`src/hdl/dasd_pkg.sv`:
```
`timescale 1ns / 1ps
`default_nettype none
package dasd_pkg;

  // operand and result widths
  localparam int unsigned OP_W   = 63;
  localparam int unsigned BIN_W  = OP_W + 1;
  localparam int unsigned DIGITS = 20;
  localparam int unsigned DIGIT_W = 4;
  localparam int unsigned BCD_W  = DIGIT_W * DIGITS;

  // controller counters
  localparam int unsigned CONV_CW = $clog2(BIN_W);
  localparam int unsigned DIG_CW  = $clog2(DIGITS + 1);

  localparam logic OPC_ADD = 1'b0;
  localparam logic OPC_SUB = 1'b1;

  typedef enum logic [3:0] {
    ST_IDLE = 4'b0001,
    ST_CONV = 4'b0010,
    ST_SKIP = 4'b0100,
    ST_EMIT = 4'b1000
  } dasd_state_e;

  // controller to datapath
  typedef struct packed {
    logic load;
    logic conv;
    logic pop;
  } dasd_cmd_t;

  // datapath to controller
  typedef struct packed {
    logic top_zero;
  } dasd_stat_t;

endpackage
`default_nettype wire

```
`src/hdl/dasd_in_if.sv`:
```
`timescale 1ns / 1ps
`default_nettype none
interface dasd_in_if;
  import dasd_pkg::*;

  logic            valid;
  logic            ready;
  logic [OP_W-1:0] operand_a;
  logic [OP_W-1:0] operand_b;
  logic            opcode;

  modport source (output valid, output operand_a, output operand_b, output opcode,
                  input ready);
  modport sink   (input valid, input operand_a, input operand_b, input opcode,
                  output ready);
endinterface
`default_nettype wire

```
`src/hdl/dasd_out_if.sv`:
```
`timescale 1ns / 1ps
`default_nettype none
interface dasd_out_if;
  import dasd_pkg::*;

  logic               valid;
  logic               ready;
  logic [DIGIT_W-1:0] digit;
  logic               negative;
  logic               last;

  modport source (output valid, output digit, output negative, output last,
                  input ready);
  modport sink   (input valid, input digit, input negative, input last,
                  output ready);
endinterface
`default_nettype wire

```
`src/hdl/dasd_datapath.sv`:
```
`timescale 1ns / 1ps
`default_nettype none
module dasd_datapath
  import dasd_pkg::*;
(
  input  wire logic               clk_i,
  input  wire logic [OP_W-1:0]    operand_a_i,
  input  wire logic [OP_W-1:0]    operand_b_i,
  input  wire logic               opcode_i,
  input  wire dasd_cmd_t          cmd_i,
  output dasd_stat_t              stat_o,
  output logic [DIGIT_W-1:0]      digit_o,
  output logic                    negative_o
);

  logic [BIN_W-1:0] a_ext, b_ext, sum, diff_ab, diff_ba, mag;
  logic             lt;

  logic [BIN_W-1:0] bin_d, bin_q;
  logic [BCD_W-1:0] bcd_d, bcd_q, bcd_adj;
  logic             neg_d, neg_q;

  // magnitude and sign of the binary result
  always_comb begin
    a_ext   = {1'b0, operand_a_i};
    b_ext   = {1'b0, operand_b_i};
    sum     = a_ext + b_ext;
    diff_ab = a_ext - b_ext;
    diff_ba = b_ext - a_ext;
    lt      = (opcode_i == OPC_SUB) && diff_ab[BIN_W-1];
    if (opcode_i == OPC_ADD) begin
      mag = sum;
    end else if (lt) begin
      mag = diff_ba;
    end else begin
      mag = diff_ab;
    end
  end

  // add-3 correction on every digit before the shift
  always_comb begin
    for (int k = 0; k < DIGITS; k++) begin
      if (bcd_q[k*DIGIT_W +: DIGIT_W] >= DIGIT_W'(5)) begin
        bcd_adj[k*DIGIT_W +: DIGIT_W] = bcd_q[k*DIGIT_W +: DIGIT_W] + DIGIT_W'(3);
      end else begin
        bcd_adj[k*DIGIT_W +: DIGIT_W] = bcd_q[k*DIGIT_W +: DIGIT_W];
      end
    end
  end

  always_comb begin
    bin_d = bin_q;
    bcd_d = bcd_q;
    neg_d = neg_q;
    if (cmd_i.load) begin
      bin_d = mag;
      bcd_d = '0;
      neg_d = lt;
    end else if (cmd_i.conv) begin
      bin_d = {bin_q[BIN_W-2:0], 1'b0};
      bcd_d = {bcd_adj[BCD_W-2:0], bin_q[BIN_W-1]};
    end else if (cmd_i.pop) begin
      bcd_d = {bcd_q[BCD_W-DIGIT_W-1:0], DIGIT_W'(0)};
    end
  end

  always_ff @(posedge clk_i) begin
    bin_q <= bin_d;
    bcd_q <= bcd_d;
    neg_q <= neg_d;
  end

  assign digit_o         = bcd_q[BCD_W-1 -: DIGIT_W];
  assign negative_o      = neg_q;
  assign stat_o.top_zero = (digit_o == DIGIT_W'(0));

endmodule
`default_nettype wire

```
`src/hdl/dasd_ctrl.sv`:
```
`timescale 1ns / 1ps
`default_nettype none
module dasd_ctrl
  import dasd_pkg::*;
(
  input  wire logic       clk_i,
  input  wire logic       rst_ni,
  input  wire logic       in_valid_i,
  output logic            in_ready_o,
  output logic            out_valid_o,
  input  wire logic       out_ready_i,
  output logic            last_o,
  input  wire dasd_stat_t stat_i,
  output dasd_cmd_t       cmd_o
);

  dasd_state_e        state_d, state_q;
  logic [CONV_CW-1:0] conv_d, conv_q;
  logic [DIG_CW-1:0]  left_d, left_q;
  logic               one_left;

  assign one_left    = (left_q == DIG_CW'(1));
  assign in_ready_o  = (state_q == ST_IDLE);
  assign out_valid_o = (state_q == ST_EMIT);
  assign last_o      = one_left;

  always_comb begin
    state_d = state_q;
    conv_d  = conv_q;
    left_d  = left_q;
    cmd_o   = '0;
    unique case (state_q)
      ST_IDLE: begin
        if (in_valid_i) begin
          cmd_o.load = 1'b1;
          conv_d     = '0;
          state_d    = ST_CONV;
        end
      end
      ST_CONV: begin
        cmd_o.conv = 1'b1;
        conv_d     = conv_q + CONV_CW'(1);
        if (conv_q == CONV_CW'(BIN_W - 1)) begin
          left_d  = DIG_CW'(DIGITS);
          state_d = ST_SKIP;
        end
      end
      ST_SKIP: begin
        // drop leading zeros, keep at least one digit
        if (stat_i.top_zero && !one_left) begin
          cmd_o.pop = 1'b1;
          left_d    = left_q - DIG_CW'(1);
        end else begin
          state_d = ST_EMIT;
        end
      end
      ST_EMIT: begin
        if (out_ready_i) begin
          cmd_o.pop = 1'b1;
          left_d    = left_q - DIG_CW'(1);
          if (one_left) begin
            state_d = ST_IDLE;
          end
        end
      end
      default: begin
        state_d = ST_IDLE;
      end
    endcase
  end

  always_ff @(posedge clk_i or negedge rst_ni) begin
    if (!rst_ni) begin
      state_q <= ST_IDLE;
      conv_q  <= '0;
      left_q  <= '0;
    end else begin
      state_q <= state_d;
      conv_q  <= conv_d;
      left_q  <= left_d;
    end
  end

endmodule
`default_nettype wire

```
`src/hdl/decimal_add_subtract_digits_core.sv`:
```
`timescale 1ns / 1ps
`default_nettype none
// decimal add / subtract: takes two 63-bit unsigned operands and an opcode
// (add, or subtract giving magnitude and sign), and returns the decimal
// digits of the result, one digit per output beat, most significant first,
// leading zeros suppressed (a zero result gives one 0 digit); negative is
// set on every digit of a subtraction whose first operand is the smaller,
// last marks the least significant digit. one operation is in flight at a
// time: the input beat is taken, then shift-and-add-3 conversion runs (one
// binary bit per cycle), then the suppressed leading zeros are dropped, the
// skip state hands over to emission, and the digits are emitted while the
// sink is ready; suppressed zeros and emitted digits always add up to 20,
// and the sink holding ready low during emission stalls the output
module decimal_add_subtract_digits_core
  import dasd_pkg::*;
(
  input  wire logic clk_i,
  input  wire logic rst_ni,
  dasd_in_if.sink   in_i,
  dasd_out_if.source out_o
);

  dasd_cmd_t  cmd;
  dasd_stat_t stat;

  // sequencer: load, conversion count, zero skipping, digit emission
  dasd_ctrl u_ctrl (
    .clk_i       (clk_i),
    .rst_ni      (rst_ni),
    .in_valid_i  (in_i.valid),
    .in_ready_o  (in_i.ready),
    .out_valid_o (out_o.valid),
    .out_ready_i (out_o.ready),
    .last_o      (out_o.last),
    .stat_i      (stat),
    .cmd_o       (cmd)
  );

  // binary sum / difference, then the bcd shift register
  dasd_datapath u_datapath (
    .clk_i       (clk_i),
    .operand_a_i (in_i.operand_a),
    .operand_b_i (in_i.operand_b),
    .opcode_i    (in_i.opcode),
    .cmd_i       (cmd),
    .stat_o      (stat),
    .digit_o     (out_o.digit),
    .negative_o  (out_o.negative)
  );

endmodule
`default_nettype wire

```
`src/flat_wrapper.sv`:
```
// flat-port wrapper written by rule: the top's interface ports become plain ports
module decimal_add_subtract_digits_core_flat import dasd_pkg::*;
  (clk_i, rst_ni, in_i_valid, in_i_operand_a, in_i_operand_b, in_i_opcode, in_i_ready, out_o_valid, out_o_digit, out_o_negative, out_o_last, out_o_ready);
  dasd_in_if in_i_i ();
  dasd_out_if out_o_i ();
  input  wire logic clk_i;
  input  wire logic rst_ni;
  input wire logic [$bits(in_i_i.valid)-1:0] in_i_valid;
  input wire logic [$bits(in_i_i.operand_a)-1:0] in_i_operand_a;
  input wire logic [$bits(in_i_i.operand_b)-1:0] in_i_operand_b;
  input wire logic [$bits(in_i_i.opcode)-1:0] in_i_opcode;
  output wire logic [$bits(in_i_i.ready)-1:0] in_i_ready;
  output wire logic [$bits(out_o_i.valid)-1:0] out_o_valid;
  output wire logic [$bits(out_o_i.digit)-1:0] out_o_digit;
  output wire logic [$bits(out_o_i.negative)-1:0] out_o_negative;
  output wire logic [$bits(out_o_i.last)-1:0] out_o_last;
  input wire logic [$bits(out_o_i.ready)-1:0] out_o_ready;
  assign in_i_i.valid = in_i_valid;
  assign in_i_i.operand_a = in_i_operand_a;
  assign in_i_i.operand_b = in_i_operand_b;
  assign in_i_i.opcode = in_i_opcode;
  assign in_i_ready = in_i_i.ready;
  assign out_o_valid = out_o_i.valid;
  assign out_o_digit = out_o_i.digit;
  assign out_o_negative = out_o_i.negative;
  assign out_o_last = out_o_i.last;
  assign out_o_i.ready = out_o_ready;
  decimal_add_subtract_digits_core u_core (.clk_i(clk_i), .rst_ni(rst_ni), .in_i(in_i_i), .out_o(out_o_i));
endmodule
```
`config.mk`:
```
export PLATFORM = sky130hd
export DESIGN_NAME = decimal_add_subtract_digits_core_flat
export DESIGN_NICKNAME = d
export VERILOG_FILES = /design/src/hdl/dasd_pkg.sv /design/src/hdl/dasd_in_if.sv /design/src/hdl/dasd_out_if.sv /design/src/hdl/dasd_datapath.sv /design/src/hdl/dasd_ctrl.sv /design/src/hdl/decimal_add_subtract_digits_core.sv /design/src/flat_wrapper.sv
export SDC_FILE = /design/constraint.sdc
export NUM_CORES = 1
export LEC_CHECK = 0
export CAP_MARGIN = 10
export CORE_ASPECT_RATIO = 0.9
export CORE_MARGIN = 3
export CORE_UTILIZATION = 40
export CTS_CLUSTER_SIZE = 40
export DETAILED_ROUTE_END_ITERATION = 8
export DONT_BUFFER_PORTS = 1
export GPL_TIMING_DRIVEN = 1
export PLACE_DENSITY_LB_ADDON = 0.12
export SLEW_MARGIN = 20
export SYNTH_ARGS = -nofsm -noshare
export SYNTH_HDL_FRONTEND = slang
export SYNTH_SLANG_ARGS = --single-unit
```
`constraint.sdc`:
```
create_clock -name clk_i -period 4.7 [get_ports clk_i]
set_input_delay 0.94 -clock clk_i [delete_from_list [all_inputs] [get_ports clk_i]]
set_output_delay 0.94 -clock clk_i [all_outputs]
set_load 0.03 [all_outputs]
```
==> flow_summary.yaml <==
status:
  outcome: "finished clean"
place:
  pre_cts_slack_ns: -0.254
  buffer_ports.inserted: 0
  gp_congestion: 1.01
  dpl-instance-area_mm2: 0.0219
  detailed_place_hpwl_um: 63600
sta:
  postLayoutSetupSlackWorst_ns: 0.179
  report.final.setup_viol: 0
  finalCriticalPeriod_ns: 4.52
  finalMaxSlewViolations: 0
  slew_headroom_pct: 28.6
  tightestPinTransition_ns: 1.07
  rsz_0062_raised_after_global_routing: "false"
  timing.hold.ws_ns: 0.163
  finalHoldViolations: 0
  final.period_utilization_pct: 96.2
  finClkSkew_ns: 0.0176
  max_freq_ghz: 0.221
clocking:
  cts.repair_timing.setup_buffer_count: 0
  cts.path.max_buffers: 2
  worst_skew_pair.late_latency_ns: 0.48
  cts-hold-fix-buffers: 0
  cts_htree_levels: 4
  cts_inserted_buffers: 17
  cts-root-buf: "clkbuf_16"
  cts_resized: 0
  tritoncts: "yes"
  cts_sinks: 160
  clk_pin_slew_worst_paths_ns: 0.09
detailed_routing:
  route.met3.wl_um: 6290
  viasPerCell: 6.21
  num_vias: 22100
  drt.antenna.violating_nets: 0
  drtPass1Iterations: 7
  drt-met1-wl_um: 38000
  route.detailed.drc: 0
  routed_length_per_placed_instance_um: 22.8
  postRouteWirelength_um: 81300
  initialDrtViolationCount: 2357
  highest_layer: "met5"
  routed-wl-met2_um: 35700
critical_path:
  timing.critical_path.fanout_max: 7
  worst-endpoint-required_ns: 4.91
  criticalPathCategory: "in -> reg"
  arrival_ns: 4.73
  critical_path.reg2reg.endpoint: "u_core.u_ctrl.left_q[4]"
  slowest_delay_ns: 0.66
  timing.critical_path.cells: "inv_1, ha_1, inv_1, o221ai_1, a221oi_1, a31oi_1, nor4_1, a211oi_2, o41ai_1, o221ai_1, buf_4, xnor2_1, o21ai_0"
  crit_path_end: "u_core.u_datapath.bin_q[39]"
  reg2regPathDepth: 8
  r2r-start: "u_core.u_ctrl.state_q[1]"
  ff2ff_setup_slack_ns: 1.69
  timing.critical_path.from_type: "input pin"
  worstSetupStartpoint: "in_i_operand_b[2]"
  worst_path_max_delay_cell: "o41ai_1"
  setup.worst_path.end_class: "register"
cells_and_area:
  synthToLayoutAreaGrowth_pct: 9.34
  fin_nets: 3237
  final_layout_size_suffix_gt1_share_pct: 8.01
  n_antenna_cell: 0
  stdcell_area_mm2: 0.0225
floorplanning:
  floorplan.die.width_um: 245
  die_area_mm2: 0.0541
  floorplan.initialDensity_pct: 40.6
  number_of_rows_created_at_floorplan: 78
  placeableCoreArea_mm2: 0.0506
  boundaryPins: 139
  die_h_um: 221
yosys:
  synth_nets: 3230
  yosys_most_used_dff: "dfxtp_1"
  synthesis.instances: 2863
  synth_edf_count: 65
  synth.yosys.seq_area_share_pct: 19.1
  syn-mean-instance-area_um2: 7.17
  post_synth_instance_area_mm2: 0.0205
  yosysWarnings: 0
  yosys_register_bits: 160
  synth-async-reset-ratio_pct: 9.38
  yosys.cell_types.count: 88
global_route:
  initial_antenna_violation_count: 1
  largest_net_degree_at_the_start_of_global_routing: 101
  globalRoute.totalOverflow: 0
  first_global_vias: 20900
  grt_first_pass_wirelength_um: 125000
  global_route.usage.total_pct: 29.0
power:
  p_leak_uw: 0.00930
  worst_ir_drop_vdd_v: 0.000467
  power_density_mw_per_mm2: 419
run:
  maxCapViolations: 0
min_path:
  min_path_type: "in -> async"
-- synthesized netlist by cell type, types with 17 or more instances --
| cell type | count | area (um^2) |
|---|---|---|
| a21oi_1 | 337 | 1690 |
| o21ai_0 | 258 | 1290 |
| nand2_1 | 254 | 953 |
| inv_1 | 235 | 882 |
| ha_1 | 233 | 2920 |
| nor2_1 | 233 | 875 |
| clkbuf_1 | 103 | 387 |
| dfxtp_1 | 80 | 1600 |
| nor3_1 | 76 | 380 |
| xnor2_1 | 75 | 657 |
| edfxtp_1 | 65 | 1950 |
| o21bai_1 | 63 | 473 |
| a211oi_1 | 61 | 458 |
| nor2b_1 | 57 | 357 |
| nand3_1 | 51 | 255 |
| nand2b_1 | 42 | 263 |
| nand4_1 | 41 | 257 |
| a31oi_1 | 40 | 250 |
| a21o_1 | 38 | 285 |
| nor4_1 | 33 | 206 |
| o31ai_1 | 33 | 248 |
| mux2i_1 | 28 | 280 |
| o21a_1 | 25 | 188 |
| a22oi_1 | 24 | 180 |
| a32oi_1 | 24 | 210 |
| o311ai_0 | 24 | 210 |
| buf_2 | 23 | 115 |
| o211ai_1 | 20 | 150 |
| or3_1 | 17 | 106 |
-- critical path: cells and delay by family --
kind	cells	cell delay, ns
compound gates	7	2.19
xor+xnor	1	0.14
fa+ha+maj	1	0.40
buf+inv	3	0.42
simple gates	1	0.63
-- power by group --
part           internal [uW]  switching, uW
Clock                    719            725
Sequential              2310            618
Combinational           1840           3210
-- layout by cell type, fill, tap and decap left out, types with 17 or more instances in the layout --
cell type and instances:
a211oi_1 61, a21o_1 38, a21oi_1 336, a22oi_1 24
a31oi_1 40, a32oi_1 24, buf_4 136, clkbuf_16 17
dfxtp_1 80, edfxtp_1 65, ha_1 233, inv_1 234
mux2i_1 28, nand2_1 253, nand2b_1 42, nand3_1 51
nand4_1 41, nor2_1 232, nor2b_1 57, nor3_1 75
nor4_1 33, o211ai_1 20, o21a_1 25, o21ai_0 258
o21bai_1 63, o311ai_0 24, o31ai_1 33, or3_1 17
xnor2_1 75
-- logic make-up after synthesis --
group	share of synthesized area (%)
multiplexers	1.80
XOR/XNOR	3.45
AO/OA/AOI/OAI	33.1
buffers and inverters	7.69
AND/OR/NAND/NOR	20.4
adder cells (fa/ha/maj)	14.5
flip-flops	19.1
-- area by class of cell --
cell class | instances | area [um^2]
Clock buffer | 18 | 439
Clock inverter | 14 | 145
Fill cell | 5348 | 28100
Inverter | 243 | 912
Multi-Input combinational cell | 2308 | 15100
Sequential cell | 160 | 3930
Tap cell | 680 | 851
Timing Repair Buffer | 140 | 1100
-- per-layer routing --
layer / vias to the layer above / GRT usage, %
met2: 1001 / 44.7
met4: 2 / 6.08
met5: - / 0
met1: 10600 / 42.7
met3: 107 / 4.66
li1: 10400 / -
-- worst min path at each step --
stage	endpoint	slack, ns	cells past startpoint
after floorplan	u_core.u_datapath.bcd_q[0]	0.47	2
after global placement	u_core.u_datapath.bcd_q[0]	0.49	2
after detailed placement	u_core.u_datapath.bcd_q[0]	0.51	2
after CTS	u_core.u_ctrl.conv_q[0]	0.14	0
after global routing	u_core.u_ctrl.left_q[3]	0.14	0
final	u_core.u_ctrl.conv_q[0]	0.16	0
-- stage by stage --
stage / TNS [ns] / total power [uW] / std cells / utilization (%)
3_3_place_gp: -1.09 / 7770 / 3531 / 43.3
2_1_floorplan: 0 / 6340 / 2863 / -
3_5_place_dp: -0.978 / 7890 / 3531 / 43.3
5_1_grt: 0 / 10200 / 3563 / 44.4
4_1_cts: 0 / 9370 / 3563 / 44.4
6_report: 0 / 9420 / 3563 / 44.4
-- sequential cells by signal, summed over array words and instances, names as in the netlist --
name	cells
u_core.u_datapath.bcd_q	80
u_core.u_datapath.bin_q	64
u_core.u_ctrl.conv_q	6
u_core.u_ctrl.left_q	5
u_core.u_ctrl.state_q	4
u_core.u_datapath.negative_o	1
No activity file was read; power rests on OpenSTA's default activity.
